**src/sv/ivalloc_pkg.sv**
```systemverilog
// ivalloc_pkg: shared types and codes of the interrupt vector allocator
// holds the request codes and the controller/datapath command and status structs
// no dependencies
package ivalloc_pkg;

  localparam logic OP_RESERVE  = 1'b0;
  localparam logic OP_ALLOCATE = 1'b1;

  localparam int unsigned TargetWidth = 8;
  localparam int unsigned LenWidth    = 9;
  localparam int unsigned BaseWidth   = 8;

  // controller -> datapath
  typedef struct packed {
    logic load_req;
    logic clr_step;
    logic rsv_write;
    logic set_fail;
    logic scan_start;
    logic scan_step;
    logic mark_step;
    logic out_load;
  } ivalloc_cmd_t;

  // datapath -> controller
  typedef struct packed {
    logic clr_last;
    logic is_alloc;
    logic len_zero;
    logic tgt_in_range;
    logic scan_found;
    logic scan_end;
    logic mark_last;
    logic out_free;
  } ivalloc_sts_t;

endpackage

```
**src/sv/ivalloc_if.sv**
```systemverilog
// ivalloc_req_if / ivalloc_rsp_if: valid/ready channels of the allocator
// request carries op, target_vector, run_length; response carries success, base_vector
// no dependencies
interface ivalloc_req_if;
  logic       valid;
  logic       ready;
  logic       op;
  logic [7:0] target_vector;
  logic [8:0] run_length;

  modport source (output valid, output op, output target_vector, output run_length,
                  input ready);
  modport sink   (input valid, input op, input target_vector, input run_length,
                  output ready);
endinterface

interface ivalloc_rsp_if;
  logic       valid;
  logic       ready;
  logic       success;
  logic [7:0] base_vector;

  modport source (output valid, output success, output base_vector, input ready);
  modport sink   (input valid, input success, input base_vector, output ready);
endinterface

```
**src/sv/ivalloc_ctrl.sv**
```systemverilog
// ivalloc_ctrl: sequencer of the allocator (clear pass, decode, scan, mark, respond)
// depends on ivalloc_pkg for the command and status structs
module ivalloc_ctrl (
  input  logic                      clk_i,
  input  logic                      rst_ni,
  input  logic                      req_valid_i,
  output logic                      req_ready_o,
  input  ivalloc_pkg::ivalloc_sts_t sts_i,
  output ivalloc_pkg::ivalloc_cmd_t cmd_o
);

  localparam logic [2:0] StClear  = 3'd0;
  localparam logic [2:0] StIdle   = 3'd1;
  localparam logic [2:0] StDecode = 3'd2;
  localparam logic [2:0] StScan   = 3'd3;
  localparam logic [2:0] StMark   = 3'd4;
  localparam logic [2:0] StResp   = 3'd5;

  logic [2:0] state_q, state_d;

  always_ff @(posedge clk_i or negedge rst_ni) begin
    if (!rst_ni) begin
      state_q <= StClear;
    end else begin
      state_q <= state_d;
    end
  end

  always_comb begin
    state_d     = state_q;
    cmd_o       = '0;
    req_ready_o = 1'b0;
    unique case (state_q)
      StClear: begin
        cmd_o.clr_step = 1'b1;
        if (sts_i.clr_last) state_d = StIdle;
      end
      StIdle: begin
        req_ready_o = 1'b1;
        if (req_valid_i) begin
          cmd_o.load_req = 1'b1;
          state_d        = StDecode;
        end
      end
      StDecode: begin
        if (!sts_i.is_alloc) begin
          if (sts_i.tgt_in_range) cmd_o.rsv_write = 1'b1;
          else cmd_o.set_fail = 1'b1;
          state_d = StResp;
        end else if (sts_i.len_zero) begin
          cmd_o.set_fail = 1'b1;
          state_d        = StResp;
        end else begin
          cmd_o.scan_start = 1'b1;
          state_d          = StScan;
        end
      end
      StScan: begin
        cmd_o.scan_step = 1'b1;
        if (sts_i.scan_found) begin
          state_d = StMark;
        end else if (sts_i.scan_end) begin
          cmd_o.set_fail = 1'b1;
          state_d        = StResp;
        end
      end
      StMark: begin
        cmd_o.mark_step = 1'b1;
        if (sts_i.mark_last) state_d = StResp;
      end
      StResp: begin
        if (sts_i.out_free) begin
          cmd_o.out_load = 1'b1;
          state_d        = StIdle;
        end
      end
      default: begin
        state_d = StClear;
      end
    endcase
  end

endmodule

```
**src/sv/ivalloc_dp.sv**
```systemverilog
// ivalloc_dp: in-use memory, scan counters, run tracking and result registers
// depends on ivalloc_pkg for the command and status structs and request codes
module ivalloc_dp #(
  parameter int unsigned NUM_VECTORS = 256
) (
  input  logic                      clk_i,
  input  logic                      rst_ni,
  input  ivalloc_pkg::ivalloc_cmd_t cmd_i,
  output ivalloc_pkg::ivalloc_sts_t sts_o,
  input  logic                      op_i,
  input  logic [7:0]                target_vector_i,
  input  logic [8:0]                run_length_i,
  output logic                      out_valid_o,
  input  logic                      out_ready_i,
  output logic                      success_o,
  output logic [7:0]                base_vector_o
);

  localparam int unsigned AW = (NUM_VECTORS > 1) ? $clog2(NUM_VECTORS) : 1;
  localparam logic [AW-1:0] LastIdx = AW'(NUM_VECTORS - 1);

  logic mem_q [NUM_VECTORS];

  logic          op_q;
  logic [7:0]    tgt_q;
  logic [8:0]    len_q;
  logic [AW-1:0] addr_q;
  logic          rd_more_q;
  logic          rd_vld_q;
  logic [AW-1:0] rd_idx_q;
  logic          rd_data_q;
  logic [8:0]    run_q;
  logic [AW-1:0] base_q;
  logic [8:0]    mark_cnt_q;
  logic          res_ok_q;
  logic [AW-1:0] res_base_q;
  logic          out_vld_q;
  logic          out_ok_q;
  logic [AW-1:0] out_base_q;

  logic [31:0]   tgt_ext;
  logic [AW-1:0] tgt_addr;
  logic          tgt_in_range;
  logic [8:0]    run_inc;
  logic [AW-1:0] cand_base;
  logic          found;
  logic          rd_last;
  logic          mem_we;
  logic [AW-1:0] mem_waddr;
  logic          rd_en;
  logic [31:0]   base_ext;

  assign tgt_ext      = 32'(tgt_q);
  assign tgt_addr     = tgt_ext[AW-1:0];
  assign tgt_in_range = tgt_ext < 32'(NUM_VECTORS);

  // a free mark extends the current run; the run starts at this index if empty
  assign run_inc   = run_q + 9'd1;
  assign cand_base = (run_q == '0) ? rd_idx_q : base_q;
  assign found     = rd_vld_q && !rd_data_q && (run_inc == len_q);
  assign rd_last   = rd_vld_q && (rd_idx_q == LastIdx);

  assign mem_we    = cmd_i.clr_step || cmd_i.rsv_write || cmd_i.mark_step;
  assign mem_waddr = cmd_i.rsv_write ? tgt_addr : addr_q;
  assign rd_en     = cmd_i.scan_step && rd_more_q && !found;

  always_ff @(posedge clk_i) begin
    if (mem_we) mem_q[mem_waddr] <= !cmd_i.clr_step;
    if (rd_en) rd_data_q <= mem_q[addr_q];
  end

  always_ff @(posedge clk_i) begin
    if (cmd_i.load_req) begin
      op_q  <= op_i;
      tgt_q <= target_vector_i;
      len_q <= run_length_i;
    end
  end

  always_ff @(posedge clk_i or negedge rst_ni) begin
    if (!rst_ni) begin
      addr_q    <= '0;
      rd_more_q <= 1'b0;
      rd_vld_q  <= 1'b0;
      out_vld_q <= 1'b0;
    end else begin
      if (cmd_i.clr_step) begin
        addr_q <= (addr_q == LastIdx) ? '0 : addr_q + 1'b1;
      end else if (cmd_i.scan_start) begin
        addr_q    <= '0;
        rd_more_q <= 1'b1;
        rd_vld_q  <= 1'b0;
      end else if (cmd_i.scan_step) begin
        if (found) begin
          addr_q    <= cand_base;
          rd_more_q <= 1'b0;
          rd_vld_q  <= 1'b0;
        end else begin
          rd_vld_q <= rd_more_q;
          if (rd_more_q) begin
            if (addr_q == LastIdx) rd_more_q <= 1'b0;
            else addr_q <= addr_q + 1'b1;
          end
        end
      end else if (cmd_i.mark_step) begin
        addr_q <= addr_q + 1'b1;
      end

      if (cmd_i.out_load) out_vld_q <= 1'b1;
      else if (out_ready_i) out_vld_q <= 1'b0;
    end
  end

  always_ff @(posedge clk_i) begin
    if (cmd_i.scan_step && rd_vld_q) rd_idx_q <= addr_q;
    else if (rd_en) rd_idx_q <= addr_q;

    if (cmd_i.scan_start) begin
      run_q <= '0;
    end else if (cmd_i.scan_step && rd_vld_q) begin
      if (!rd_data_q) begin
        run_q  <= run_inc;
        base_q <= cand_base;
      end else begin
        run_q <= '0;
      end
    end

    if (cmd_i.scan_step && found) mark_cnt_q <= len_q;
    else if (cmd_i.mark_step) mark_cnt_q <= mark_cnt_q - 9'd1;

    if (cmd_i.rsv_write) begin
      res_ok_q   <= 1'b1;
      res_base_q <= tgt_addr;
    end else if (cmd_i.set_fail) begin
      res_ok_q   <= 1'b0;
      res_base_q <= '0;
    end else if (cmd_i.scan_step && found) begin
      res_ok_q   <= 1'b1;
      res_base_q <= cand_base;
    end

    if (cmd_i.out_load) begin
      out_ok_q   <= res_ok_q;
      out_base_q <= res_base_q;
    end
  end

  assign sts_o.clr_last     = addr_q == LastIdx;
  assign sts_o.is_alloc     = op_q == ivalloc_pkg::OP_ALLOCATE;
  assign sts_o.len_zero     = len_q == '0;
  assign sts_o.tgt_in_range = tgt_in_range;
  assign sts_o.scan_found   = found;
  assign sts_o.scan_end     = rd_last && !found;
  assign sts_o.mark_last    = mark_cnt_q == 9'd1;
  assign sts_o.out_free     = !out_vld_q || out_ready_i;

  assign base_ext      = 32'(out_base_q);
  assign out_valid_o   = out_vld_q;
  assign success_o     = out_ok_q;
  assign base_vector_o = base_ext[7:0];

endmodule

```
**src/sv/interrupt_vector_allocator.sv**
```systemverilog
// interrupt_vector_allocator: top level of the vector allocator
// joins ivalloc_ctrl and ivalloc_dp; uses ivalloc_pkg and the ivalloc_if channels
//
// requests arrive on req_i (valid/ready): op reserve marks target_vector in use and
// always succeeds for a vector inside the table; op allocate finds the lowest run of
// run_length free vectors, marks it and returns its base, or fails with base 0.
// one response per request leaves on rsp_o (valid/ready) from an output register.
// one request is processed at a time; ready is high only while the block waits.
// a reserve or a zero-length allocate passes from decode straight to the response
// state; an allocate scans the marks and, on success, marks its run before it
// responds, or fails at the end of the table.
// the scan reads one mark per cycle from the single-port in-use memory, and marking
// writes one vector per cycle.
// after reset a clearing pass zeroes the whole in-use memory with ready low.
// a stalled rsp_o holds its response; the next request is taken once the finished
// response has moved into the output register.
module interrupt_vector_allocator #(
  parameter int unsigned NUM_VECTORS = 256
) (
  input  logic        clk_i,
  input  logic        rst_ni,
  ivalloc_req_if.sink   req_i,
  ivalloc_rsp_if.source rsp_o
);

  ivalloc_pkg::ivalloc_cmd_t cmd;
  ivalloc_pkg::ivalloc_sts_t sts;
  logic                      req_ready;

  ivalloc_ctrl u_ctrl (
    .clk_i       (clk_i),
    .rst_ni      (rst_ni),
    .req_valid_i (req_i.valid),
    .req_ready_o (req_ready),
    .sts_i       (sts),
    .cmd_o       (cmd)
  );

  ivalloc_dp #(
    .NUM_VECTORS (NUM_VECTORS)
  ) u_dp (
    .clk_i           (clk_i),
    .rst_ni          (rst_ni),
    .cmd_i           (cmd),
    .sts_o           (sts),
    .op_i            (req_i.op),
    .target_vector_i (req_i.target_vector),
    .run_length_i    (req_i.run_length),
    .out_valid_o     (rsp_o.valid),
    .out_ready_i     (rsp_o.ready),
    .success_o       (rsp_o.success),
    .base_vector_o   (rsp_o.base_vector)
  );

  assign req_i.ready = req_ready;

endmodule
```
**src/flat_wrapper.sv**
```systemverilog
// flat-port wrapper written by rule: the top's interface ports become plain ports
module interrupt_vector_allocator_flat 
#(
  parameter int unsigned NUM_VECTORS = 256
)
  (clk_i, rst_ni, req_i_valid, req_i_op, req_i_target_vector, req_i_run_length, req_i_ready, rsp_o_valid, rsp_o_success, rsp_o_base_vector, rsp_o_ready);
  ivalloc_req_if req_i_i ();
  ivalloc_rsp_if rsp_o_i ();
  input  logic clk_i;
  input  logic rst_ni;
  input wire logic [$bits(req_i_i.valid)-1:0] req_i_valid;
  input wire logic [$bits(req_i_i.op)-1:0] req_i_op;
  input wire logic [$bits(req_i_i.target_vector)-1:0] req_i_target_vector;
  input wire logic [$bits(req_i_i.run_length)-1:0] req_i_run_length;
  output wire logic [$bits(req_i_i.ready)-1:0] req_i_ready;
  output wire logic [$bits(rsp_o_i.valid)-1:0] rsp_o_valid;
  output wire logic [$bits(rsp_o_i.success)-1:0] rsp_o_success;
  output wire logic [$bits(rsp_o_i.base_vector)-1:0] rsp_o_base_vector;
  input wire logic [$bits(rsp_o_i.ready)-1:0] rsp_o_ready;
  assign req_i_i.valid = req_i_valid;
  assign req_i_i.op = req_i_op;
  assign req_i_i.target_vector = req_i_target_vector;
  assign req_i_i.run_length = req_i_run_length;
  assign req_i_ready = req_i_i.ready;
  assign rsp_o_valid = rsp_o_i.valid;
  assign rsp_o_success = rsp_o_i.success;
  assign rsp_o_base_vector = rsp_o_i.base_vector;
  assign rsp_o_i.ready = rsp_o_ready;
  interrupt_vector_allocator #(.NUM_VECTORS(NUM_VECTORS)) u_core (.clk_i(clk_i), .rst_ni(rst_ni), .req_i(req_i_i), .rsp_o(rsp_o_i));
endmodule
```
**config.mk**
```make
export PLATFORM = sky130hd
export DESIGN_NAME = interrupt_vector_allocator_flat
export DESIGN_NICKNAME = d
export VERILOG_FILES = /design/src/sv/ivalloc_pkg.sv /design/src/sv/ivalloc_if.sv /design/src/sv/ivalloc_ctrl.sv /design/src/sv/ivalloc_dp.sv /design/src/sv/interrupt_vector_allocator.sv /design/src/flat_wrapper.sv
export SDC_FILE = /design/constraint.sdc
export NUM_CORES = 1
export LEC_CHECK = 0
export BUFFER_PORTS_ARGS = -buffer_cell sky130_fd_sc_hd__buf_2
export CAP_MARGIN = 5
export CORE_ASPECT_RATIO = 0.9
export CORE_UTILIZATION = 50
export DETAILED_ROUTE_END_ITERATION = 10
export PLACE_DENSITY = 0.68
export SLEW_MARGIN = 0
export SYNTH_ARGS = -nofsm -noshare
export SYNTH_HDL_FRONTEND = slang
export SYNTH_SLANG_ARGS = --single-unit
```
**constraint.sdc**
```tcl
create_clock -name clk_i -period 5 [get_ports clk_i]
set_clock_uncertainty 0.05 [all_clocks]
set_input_delay 0.5 -clock clk_i [delete_from_list [all_inputs] [get_ports clk_i]]
set_output_delay 0.5 -clock clk_i [all_outputs]
set_load 0.02 [all_outputs]
```
# --- Word level (Yosys, flattened, before mapping) ---
# Memory sizes are Yosys's and may differ from the RTL's. A register that Yosys moved wholly into a read port is not among the register bits.
# Cells that the tools add are included.
word_totals:
  register_bits: 84
  ramBits: 256
  elab_cells: 130
  n_memories: 1
op_classes:
  order_cmp: 1
  n_addsub: 3
  n_eq_ne: 16
  bitwise: 3
  n_mux: 61
  n_reduce_logical: 29
mem_list:
  columns: ["memory", "depth", "width", "read_ports", "rd_ports_with_merged_regs", "wr", "line", "text"]
  rows:
  - ["u_core.u_dp.mem_q", 256, 1, 1, 1, 1, "ivalloc_dp.sv:22", "logic mem_q [NUM_VECTORS];"]
op_table:
  columns: ["op", "n"]
  rows:
  - ["two-way mux 8 bit", 15]
  - ["two-way mux 1 bit", 33]
  - ["two-way mux 9 bit", 3]
  - ["two-way mux 3 bit", 8]
  - ["logical NOT 9 bit", 2]
  - ["one-hot mux 3 bit (6 select lines)", 1]
  - ["== test 8 bit (second input constant)", 2]
  - ["nonzero test 2 bit", 5]
  - ["adder 9 x 1 -> 9 bit (second input constant)", 1]
  - ["== test 9 x 1 -> 1 bit (second input constant)", 1]
  - ["== test 9 bit", 1]
  - ["< comparator 8 x 9 -> 1 bit (second input constant)", 1]
  - ["subtractor 9 x 1 -> 9 bit (second input constant)", 1]
  - ["adder 8 x 1 -> 8 bit (second input constant)", 1]
  - ["logical AND 1 bit", 8]
  - ["== test 3 x 2 -> 1 bit (second input constant)", 2]
  - ["== test 3 bit (second input constant)", 2]
  - ["inequality test 2 x 1 -> 1 bit (second input constant)", 3]
  - ["AND reduction 3 bit", 2]
  - ["inequality test 5 x 1 -> 1 bit (second input constant)", 1]
  - ["inequality test 5 x 4 -> 1 bit (second input constant)", 1]
  - ["AND reduction 5 bit", 1]
  - ["logical NOT 1 bit", 4]
  - ["nonzero test 4 bit", 1]
  - ["9 further kinds", 13]

# --- Logic depth before layout (Yosys ltp) ---
# Gate-level depths: netlist of run 1.
depth:
  ltp_word: 10
  depth_mapped: 11

# --- By module ---
# From an unflattened synthesis of run 1, not the netlist that was laid out.
unflattened:
  cells_unflattened: 1149
  area_unflattened_um2: 15467.3
by_module_without_submodules:
  columns: ["module", "cells_each", "n_inst", "area_each_um2"]
  rows:
  - ["ivalloc_dp", 1113, 1, 15178.3]
  - ["ivalloc_ctrl", 36, 1, 289.0]

# --- Least setup slack after synthesis of run 1 ---
# No wires, ideal clock.
synth_path:
  path_type: "reg-to-reg"
  startpoint: "register u_core.u_ctrl.state_q[1]"
  endpoint: "memory u_core.u_dp.mem_q[0], data pin"
  setup_time_ps: 775
  t_arrival_ps: 3566
  path_slack_ps: 610
  synth_period_minus_slack_ps: 4390
  required_ps: 4175
  stages_incl_launch_ff: 4
  path_buffers: 1
  path_cell_list: "dfrtp_1 -> clkbuf_1 -> nor3_1 -> inv_1"
synth_via:
  elab_chain_cells: 3
synth_lines:
  columns: ["item", "line", "text"]
  rows:
  - ["from (decl)", "ivalloc_ctrl.sv:19", "logic [2:0] state_q, state_d;"]
  - ["from (signal assigned)", "ivalloc_ctrl.sv:23", "state_q <= StClear;"]
  - ["from (signal assigned)", "ivalloc_ctrl.sv:25", "state_q <= state_d;"]
  - ["logical NOT 3 bit", "ivalloc_ctrl.sv:33", "unique case (state_q)"]
  - ["two-way mux 1 bit", "ivalloc_ctrl.sv:33", null]
  - ["logical NOT 1 bit", "ivalloc_dp.sv:68", "if (mem_we) mem_q[mem_waddr] <= !cmd_i.clr_step;"]
  - ["to (decl)", "ivalloc_dp.sv:22", null]
# Every way passes these cells.

# --- Worst setup path in the final report of run 1 ---
layout_path:
  startpoint: "register u_core.u_ctrl.state_q[2]"
  endpoint: "memory u_core.u_dp.mem_q[102], enable pin"
layout_via:
  elab_chain_cells: 6
  elab_cells_between_ends: 11
  classes_between: "eq/ne: 2; mux: 6; reduce/logical: 3"
layout_lines:
  columns: ["item", "line", "text"]
  rows:
  - ["== test 3 x 2 -> 1 bit or logical NOT 3 bit (tied branches)", "ivalloc_ctrl.sv:33", null]
  - ["two-way mux 1 bit", "ivalloc_ctrl.sv:33", null]
  - ["logical OR 1 bit (2 in a row)", "ivalloc_dp.sv:63", "assign mem_we = cmd_i.clr_step || cmd_i.rsv_write || cmd_i.mark_step;"]
  - ["two-way mux 1 bit", "ivalloc_dp.sv:68", null]
  - ["two-way mux 1 bit (not written as such)", "ivalloc_dp.sv:68", null]
# Several ways; a longest one is shown, not always the timed one.

==> impl_results.md, run 1 <==
- Result of the run: finished, final reports clean
- First-pass iteration count of the detailed router: 5
- Seq/Total Area, Yosys: 65.3%
- Worst r2r path cells: 6
- Routability cong.: 0.860
- Peak supply drop: 0.280 mV
- Crit-path slowest cell: sky130_fd_sc_hd__nor3_2
- Count of antenna diodes in the layout: 0
- Worst max-slew margin expressed relative to the limit: 24.9%
- Static Leakage: 6.09 nW
- Required time of the critical path: 5.15 ns
- Post-CTS setup buffer count: 0
- Root Buffer Master: sky130_fd_sc_hd__clkbuf_16
- Fmax: 291 MHz
- Count of mapped cells out of synthesis: 1213
- Number of max-cap violations: 0
- Htree depth: 2
- Fraction of final layout cells sized beyond drive strength 1: 12.6%
- HPWL after detailed placement: 21.4 mm
- Actual slew at the worst max-slew pin: 1.12 ns
- Vias per Instance: 6.04
- Setup TNS Final: 0 ns
- Number of routed nets with antenna violations: 0
- Hold Violations, Final: 0
- Crit Path Class: register to register
- Die Span X: 187 um
- Count of yosys warnings during synthesis: 0
- Largest stage delay on the critical path: 0.78 ns
- Global routing usage summed across all routing layers: 23.3%
- Post-synthesis cell area: 15400 um2
- Post-layout net count: 1240
- Clock buffer depth: 3
- Commonest non-fill, non-tap cells in the layout: sky130_fd_sc_hd__edfxtp_1, sky130_fd_sc_hd__nor2_1, sky130_fd_sc_hd__nand2_1
- Sinks on Clock Net: 341
- Clock slew at the register clock pins of the worst setup and hold paths: 0.06 ns
- Crit path top cell by count: sky130_fd_sc_hd__nand2_1
- Die outline area: 31600 um2
- Number of DRC markers after the initial detailed-route iteration: 1131
- Pin count of the biggest net entering global routing: 144
- Wire length of the first global-routing pass: 56.0 mm
- Leading cell type in the layout, fill and taps excluded: sky130_fd_sc_hd__edfxtp_1
- Worst min path class: input port to register
- Routed wire length per instance: 22.0 um
- Number of placed I/O pins: 33
- Final worst-path cycle share: 68.7%
- Residual DRC count: 0
- Count of input and output buffers: 32
- Number of global-route vias before repair: 9752
- Number of standard-cell rows in the floorplan: 60
- Clock Latency Late Sink: 0.52 ns
- Number of distinct library cell variants in the gate-level netlist after synthesis: 73
- Post-synthesis async set-or-reset flop share: 4.11%
- Area inside the core boundary: 30100 um2
- Final wirelength: 36.1 mm
- Number of register bits inferred by synthesis: 341
- Instance count along the most critical hold path: 1
- Die span in y: 169 um
- CTS buffer count: 35
- RSZ-0062 raised after global routing: no
- Area added between synthesis and finish: 10.2%
- Number of enable-type register cells in the synthesized netlist: 317
- Critical Path End Type: register
- Filler cells: 2446
- Maximum fanout along the worst path: 17
- Post-layout minimum cycle time: 3.44 ns
- Hold Worst Slack: 0.105 ns
- Vias: 9913
- Category of the worst setup path launch point: register
- Congestion Overflow GR: 0
- TritonCTS clock tree: yes
- Power per standard cell area: 337 nW/um2
- Flip-flop cell with the highest count after synthesis: sky130_fd_sc_hd__edfxtp_1
- Mapped Nets: 1240
- Post-Synthesis Mean Instance Area: 12.7 um2
- Antenna violations before repair: 0
- Final setup violating endpoints: 0
- Gates resized, CTS repair: 0
- Register-to-Register Setup Slack: 1.56 ns
- Initial Util: 51.3%
- Max-slew violations: 0
- Critical path arrival: 3.59 ns
- Cell Chain, Critical Path: nand2b_1 > nor3_2 > nand2_1 > o22ai_1 > nand2_1 > nor2_1
Yosys cell counts, types with 4 or more instances:
cell / instances / area (um2)
sky130_fd_sc_hd__mux4_2: 42 / 946
sky130_fd_sc_hd__nor3_1: 9 / 45.0
sky130_fd_sc_hd__xnor2_1: 11 / 96.3
sky130_fd_sc_hd__a31oi_1: 6 / 37.5
sky130_fd_sc_hd__nor2b_1: 4 / 25.0
sky130_fd_sc_hd__a22oi_1: 11 / 82.6
sky130_fd_sc_hd__or3_1: 8 / 50.1
sky130_fd_sc_hd__o21ai_1: 18 / 90.1
sky130_fd_sc_hd__xor2_1: 8 / 70.1
sky130_fd_sc_hd__o21ai_0: 31 / 155
sky130_fd_sc_hd__o32ai_1: 4 / 35.0
sky130_fd_sc_hd__dfxtp_1: 10 / 200
sky130_fd_sc_hd__edfxtp_1: 317 / 9520
sky130_fd_sc_hd__buf_2: 12 / 60.1
sky130_fd_sc_hd__nand3b_1: 14 / 105
sky130_fd_sc_hd__nand4_1: 4 / 25.0
sky130_fd_sc_hd__mux2_2: 5 / 56.3
sky130_fd_sc_hd__buf_4: 5 / 37.5
sky130_fd_sc_hd__nor4_1: 5 / 31.3
sky130_fd_sc_hd__dfrtp_1: 14 / 350
sky130_fd_sc_hd__a21oi_1: 34 / 170
sky130_fd_sc_hd__nand3_1: 14 / 70.1
sky130_fd_sc_hd__nor2_1: 299 / 1120
sky130_fd_sc_hd__inv_1: 23 / 86.3
sky130_fd_sc_hd__o22ai_1: 13 / 81.3
sky130_fd_sc_hd__clkbuf_1: 61 / 229
sky130_fd_sc_hd__nand2_1: 83 / 312
sky130_fd_sc_hd__o221ai_1: 7 / 61.3
sky130_fd_sc_hd__mux2i_1: 50 / 500
sky130_fd_sc_hd__and3_1: 4 / 25.0
sky130_fd_sc_hd__ha_1: 5 / 62.6
sky130_fd_sc_hd__nand2b_1: 12 / 75.1
sky130_fd_sc_hd__a211oi_1: 8 / 60.1
logic make-up (layout without fill, tap and decap cells):
logic type / Yosys count / count (layout) / share of synthesized area, %
AOI/OAI and AO/OA: 165 / 165 / 6.97
xor gates and xnor gates: 19 / 19 / 1.08
and+or+nand+nor: 480 / 480 / 13.7
muxes: 97 / 97 / 9.74
buffers and inverters: 106 / 132 / 2.90
adders and majority gates: 5 / 5 / 0.405
DFF: 341 / 341 / 65.3
critical path, delay by kind of cell, from the launching register on:
kind	cells	cell delay, ns
and+or+nand+nor	5	2.26
DFF	1	0.49
AOI/OAI and AO/OA	1	0.32
where the power goes:
group	total [mW]	switching (mW)	internal, mW	leakage (nW)
clock network	2.65	1.08	1.57	0.554
logic	0.0114	0.00508	0.00628	2.01
registers	3.07	0.0000000000000000240	3.07	3.53
final timing paths:
check                                               start                           end
min in group asynchronous                          rst_ni          u_core.u_dp.rd_vld_q
worst max register to register   u_core.u_ctrl.state_q[2]        u_core.u_dp.mem_q[102]
worst min-delay path               req_i_target_vector[3]       u_core.u_dp.tgt_addr[3]
worst max-delay path             u_core.u_ctrl.state_q[2]        u_core.u_dp.mem_q[102]
max in group asynchronous                          rst_ni         u_core.u_dp.addr_q[0]
worst min register to register  u_core.u_dp.res_base_q[2]  u_core.u_dp.base_vector_o[2]
flip-flops by register name, summed over array words and instances, names as in the netlist:
signal,count
u_core.u_dp.run_q,9
u_core.u_dp.res_ok_q,1
u_core.u_dp.op_q,1
u_core.u_ctrl.state_q,3
u_core.u_dp.success_o,1
u_core.u_dp.out_valid_o,1
u_core.u_dp.mem_q,256
u_core.u_dp.mark_cnt_q,9
u_core.u_dp.base_q,8
u_core.u_dp.addr_q,8
u_core.u_dp.tgt_addr,8
u_core.u_dp.res_base_q,8
u_core.u_dp.rd_idx_q,8
u_core.u_dp.base_vector_o,8
u_core.u_dp.rd_vld_q,1
u_core.u_dp.rd_more_q,1
u_core.u_dp.len_q,9
u_core.u_dp.rd_data_q,1
area by class of cell:
class                   instances  area [um2]  share of cell area, %
multi-input cells             766        4920                   28.9
well taps                     403         504                   2.96
inverters                      23        91.3                  0.537
flip-flops and latches        341       10100                   59.2
repair buffers                 46         268                   1.57
clock inverters                15         189                   1.11
clock buffers                  48         966                   5.68
per-stage QoR:
| stage | cell area [um2] | std cells | total power [mW] | utilization (%) | setup slack [ns] |
|---|---|---|---|---|---|
| finish | 17000 | 1642 | 5.73 | 56.5 | 1.56 |
| global route | 17000 | 1642 | 5.88 | 56.5 | 1.32 |
| CTS | 17000 | 1642 | 5.77 | 56.5 | 1.52 |
| detailed placement | 15800 | 1578 | 3.14 | 52.6 | 1.51 |
| global placement | 15800 | 1578 | 3.14 | 52.6 | 1.56 |
| floorplan | 15400 | 1213 | 3.13 | - | 0.610 |
layer usage:
metal	up-vias	track usage, %	part of all wire [%]
li1	4446	-	-
met1	4970	33.1	44
met2	422	37.1	46
met3	75	3.44	7.5
met4	0	7.56	2.6
met5	-	0	0
what timing repair did:
action                                  CTS  global route
hold buffers                              1             0
hold endpoints to repair                 14             0
endpoints found under the setup margin    0             0
Note: power is estimated with default switching activity, not from simulation.
==> inputs of run 2 (changes only) <==
==> constraint.sdc (replaced) <==
create_clock -name clk_i -period 3.3 [get_ports clk_i]
set_clock_uncertainty 0.05 [all_clocks]
set_input_delay 0.33 -clock clk_i [delete_from_list [all_inputs] [get_ports clk_i]]
set_output_delay 0.33 -clock clk_i [all_outputs]
set_load 0.02 [all_outputs]
==> impl_results.md, run 2 (synthesis results as in run 1) <==
- Htree depth: 2
- Number of DRC markers after the initial detailed-route iteration: 928
- HPWL after detailed placement: 24.0 mm
- Number of standard-cell rows in the floorplan: 60
- Required time of the critical path: 3.67 ns
- Worst max-slew margin expressed relative to the limit: 18.5%
- Hold Worst Slack: 0.0173 ns
- Vias per Instance: 5.92
- RSZ-0062 raised after global routing: no
- Category of the worst setup path launch point: register
- Hold Violations, Final: 0
- Clock buffer depth: 3
- Vias: 10223
- Biggest register: u_core.u_dp.mem_q
- Fraction of the core area covered by cells at the end of the flow: 58.9%
- Clock slew at the register clock pins of the worst setup and hold paths: 0.06 ns
- Commonest non-fill, non-tap cells in the layout: sky130_fd_sc_hd__edfxtp_1, sky130_fd_sc_hd__nor2_1, sky130_fd_sc_hd__nand2_1
- R2R Path Start: u_core.u_dp.run_q[0]
- Root Buffer Master: sky130_fd_sc_hd__clkbuf_16
- Number of routed nets with antenna violations: 0
- Total non-filler cell area in the finished layout: 17700 um2
- Congestion Overflow GR: 0
- Power per standard cell area: 490 nW/um2
- Fmax: 334 MHz
- Count of antenna diodes in the layout: 0
- Post-CTS setup buffer count: 0
- Pre-CTS WS: 0.359 ns
- Clock Latency Late Sink: 0.53 ns
- Peak supply drop: 0.541 mV
- Number of global-route vias before repair: 9784
- Die span in y: 169 um
- Worst Hold Path EP: u_core.u_dp.out_valid_o
- Sinks on Clock Net: 341
- Largest stage delay on the critical path: 0.51 ns
- Final worst-path cycle share: 90.6%
- Area inside the core boundary: 30100 um2
- Setup TNS Final: 0 ns
- Number of max-cap violations: 0
- Number of placed I/O pins: 33
- Critical path arrival: 3.36 ns
- Worst r2r path cells: 8
- Fraction of final layout cells sized beyond drive strength 1: 17.1%
- CTS buffer count: 36
- Final setup violating endpoints: 0
- TritonCTS clock tree: yes
- Pin count of the biggest net entering global routing: 145
- Number of standard cells in the final layout excluding fillers: 1728
- Wire length of the first global-routing pass: 57.3 mm
- Antenna violations before repair: 0
- Count of placed standard cells including taps: 1645
- Crit Path Class: register to register
- Initial Util: 51.3%
- Count of input and output buffers: 32
- Die outline area: 31600 um2
- Leading cell type in the layout, fill and taps excluded: sky130_fd_sc_hd__edfxtp_1
- First-pass iteration count of the detailed router: 5
- Critical Path End Type: register
- Post-layout minimum cycle time: 2.99 ns
- Crit-path slowest cell: sky130_fd_sc_hd__or2_1
- Start point of the worst min-delay path: rsp_o_ready
- Post-layout net count: 1326
- Flip-flop count of the largest register after layout: 256
- Global routing usage summed across all routing layers: 23.9%
- Gates resized, CTS repair: 0
- Routed wire length per instance: 21.7 um
- Reg2Reg Capture Point: u_core.u_dp.addr_q[7]
- Total cell area at the placement stage: 16400 um2
- Area added between synthesis and finish: 14.9%
- Total chip power: 8.69 mW
- Final wirelength: 37.5 mm
- Routability cong.: 0.901
- Die Span X: 187 um
- Residual DRC count: 0
- Instance count along the most critical hold path: 3
- Cell Chain, Critical Path: ha_1 > nand3_2 > or3_1 > a211oi_2 > nand4_4 > or2_1 > mux2i_1 > a22o_1
- Max-slew violations: 0
- Final Worst Setup Slack: 0.310 ns
- Register-to-Register Setup Slack: 0.31 ns
- Actual slew at the worst max-slew pin: 1.22 ns
- Worst min path class: input port to register
- Result of the run: finished, final reports clean
- Static Leakage: 6.49 nW
- Maximum fanout along the worst path: 18
[run 2: cell count changes in the layout (fill, tap and decap cells not counted), moves of 2 or more]
| cell | previous run | this run |
|---|---|---|
| sky130_fd_sc_hd__clkinv_2 | 2 | 4 |
| sky130_fd_sc_hd__clkbuf_1 | 10 | 8 |
| sky130_fd_sc_hd__buf_4 | 13 | 79 |
| sky130_fd_sc_hd__dlygate4sd3_1 | 1 | 19 |
[run 2: final cells by class]
class | count | area, um2
inverters | 23 | 90.1
clock inverters | 17 | 186
flip-flops and latches | 341 | 10100
well taps | 403 | 504
fillers | 2458 | 12400
multi-input cells | 766 | 4930
repair buffers | 131 | 963
clock buffers | 47 | 972
[run 2: metal layers]
metal / vias to the layer above / GRT usage [%] / part of all wire (%)
li1: 4626 / - / -
met1: 5099 / 33.6 / 42
met2: 432 / 38.2 / 47
met3: 66 / 4.13 / 8.2
met4: 0 / 7.77 / 2.6
met5: - / 0 / 0
[run 2: critical path, delay by kind of cell (launching register included)]
kind	cells	cell delay, ns
muxes	1	0.21
and+or+nand+nor	4	1.26
adders and majority gates	1	0.33
AOI/OAI and AO/OA	2	0.56
DFF	1	0.48
[run 2: worst max path at each step]
stage / startpoint / endpoint / slack (ns) / cells past startpoint
after floorplan: u_core.u_ctrl.state_q[0] / u_core.u_dp.addr_q[6] / -0.49 / 6
after global placement: u_core.u_ctrl.state_q[0] / u_core.u_dp.mem_q[140] / 0.43 / 5
after detailed placement: u_core.u_dp.run_q[0] / u_core.u_dp.addr_q[3] / 0.36 / 8
after CTS: u_core.u_dp.run_q[0] / u_core.u_dp.addr_q[7] / 0.33 / 8
after global routing: u_core.u_dp.run_q[0] / u_core.u_dp.addr_q[1] / 0.07 / 8
final: u_core.u_dp.run_q[0] / u_core.u_dp.addr_q[7] / 0.31 / 8
[run 2: repair_timing]
item | CTS | global route
hold endpoints to repair | 32 | 0
hold buffers | 19 | 0
setup endpoints to repair | 0 | 0
[run 2: power breakdown]
| part | total (mW) | switching (mW) | internal, mW |
|---|---|---|---|
| Clock | 4.00 | 1.67 | 2.33 |
| Combinational | 0.0335 | 0.0101 | 0.0234 |
| Sequential | 4.66 | 0.0000000000000000338 | 4.66 |
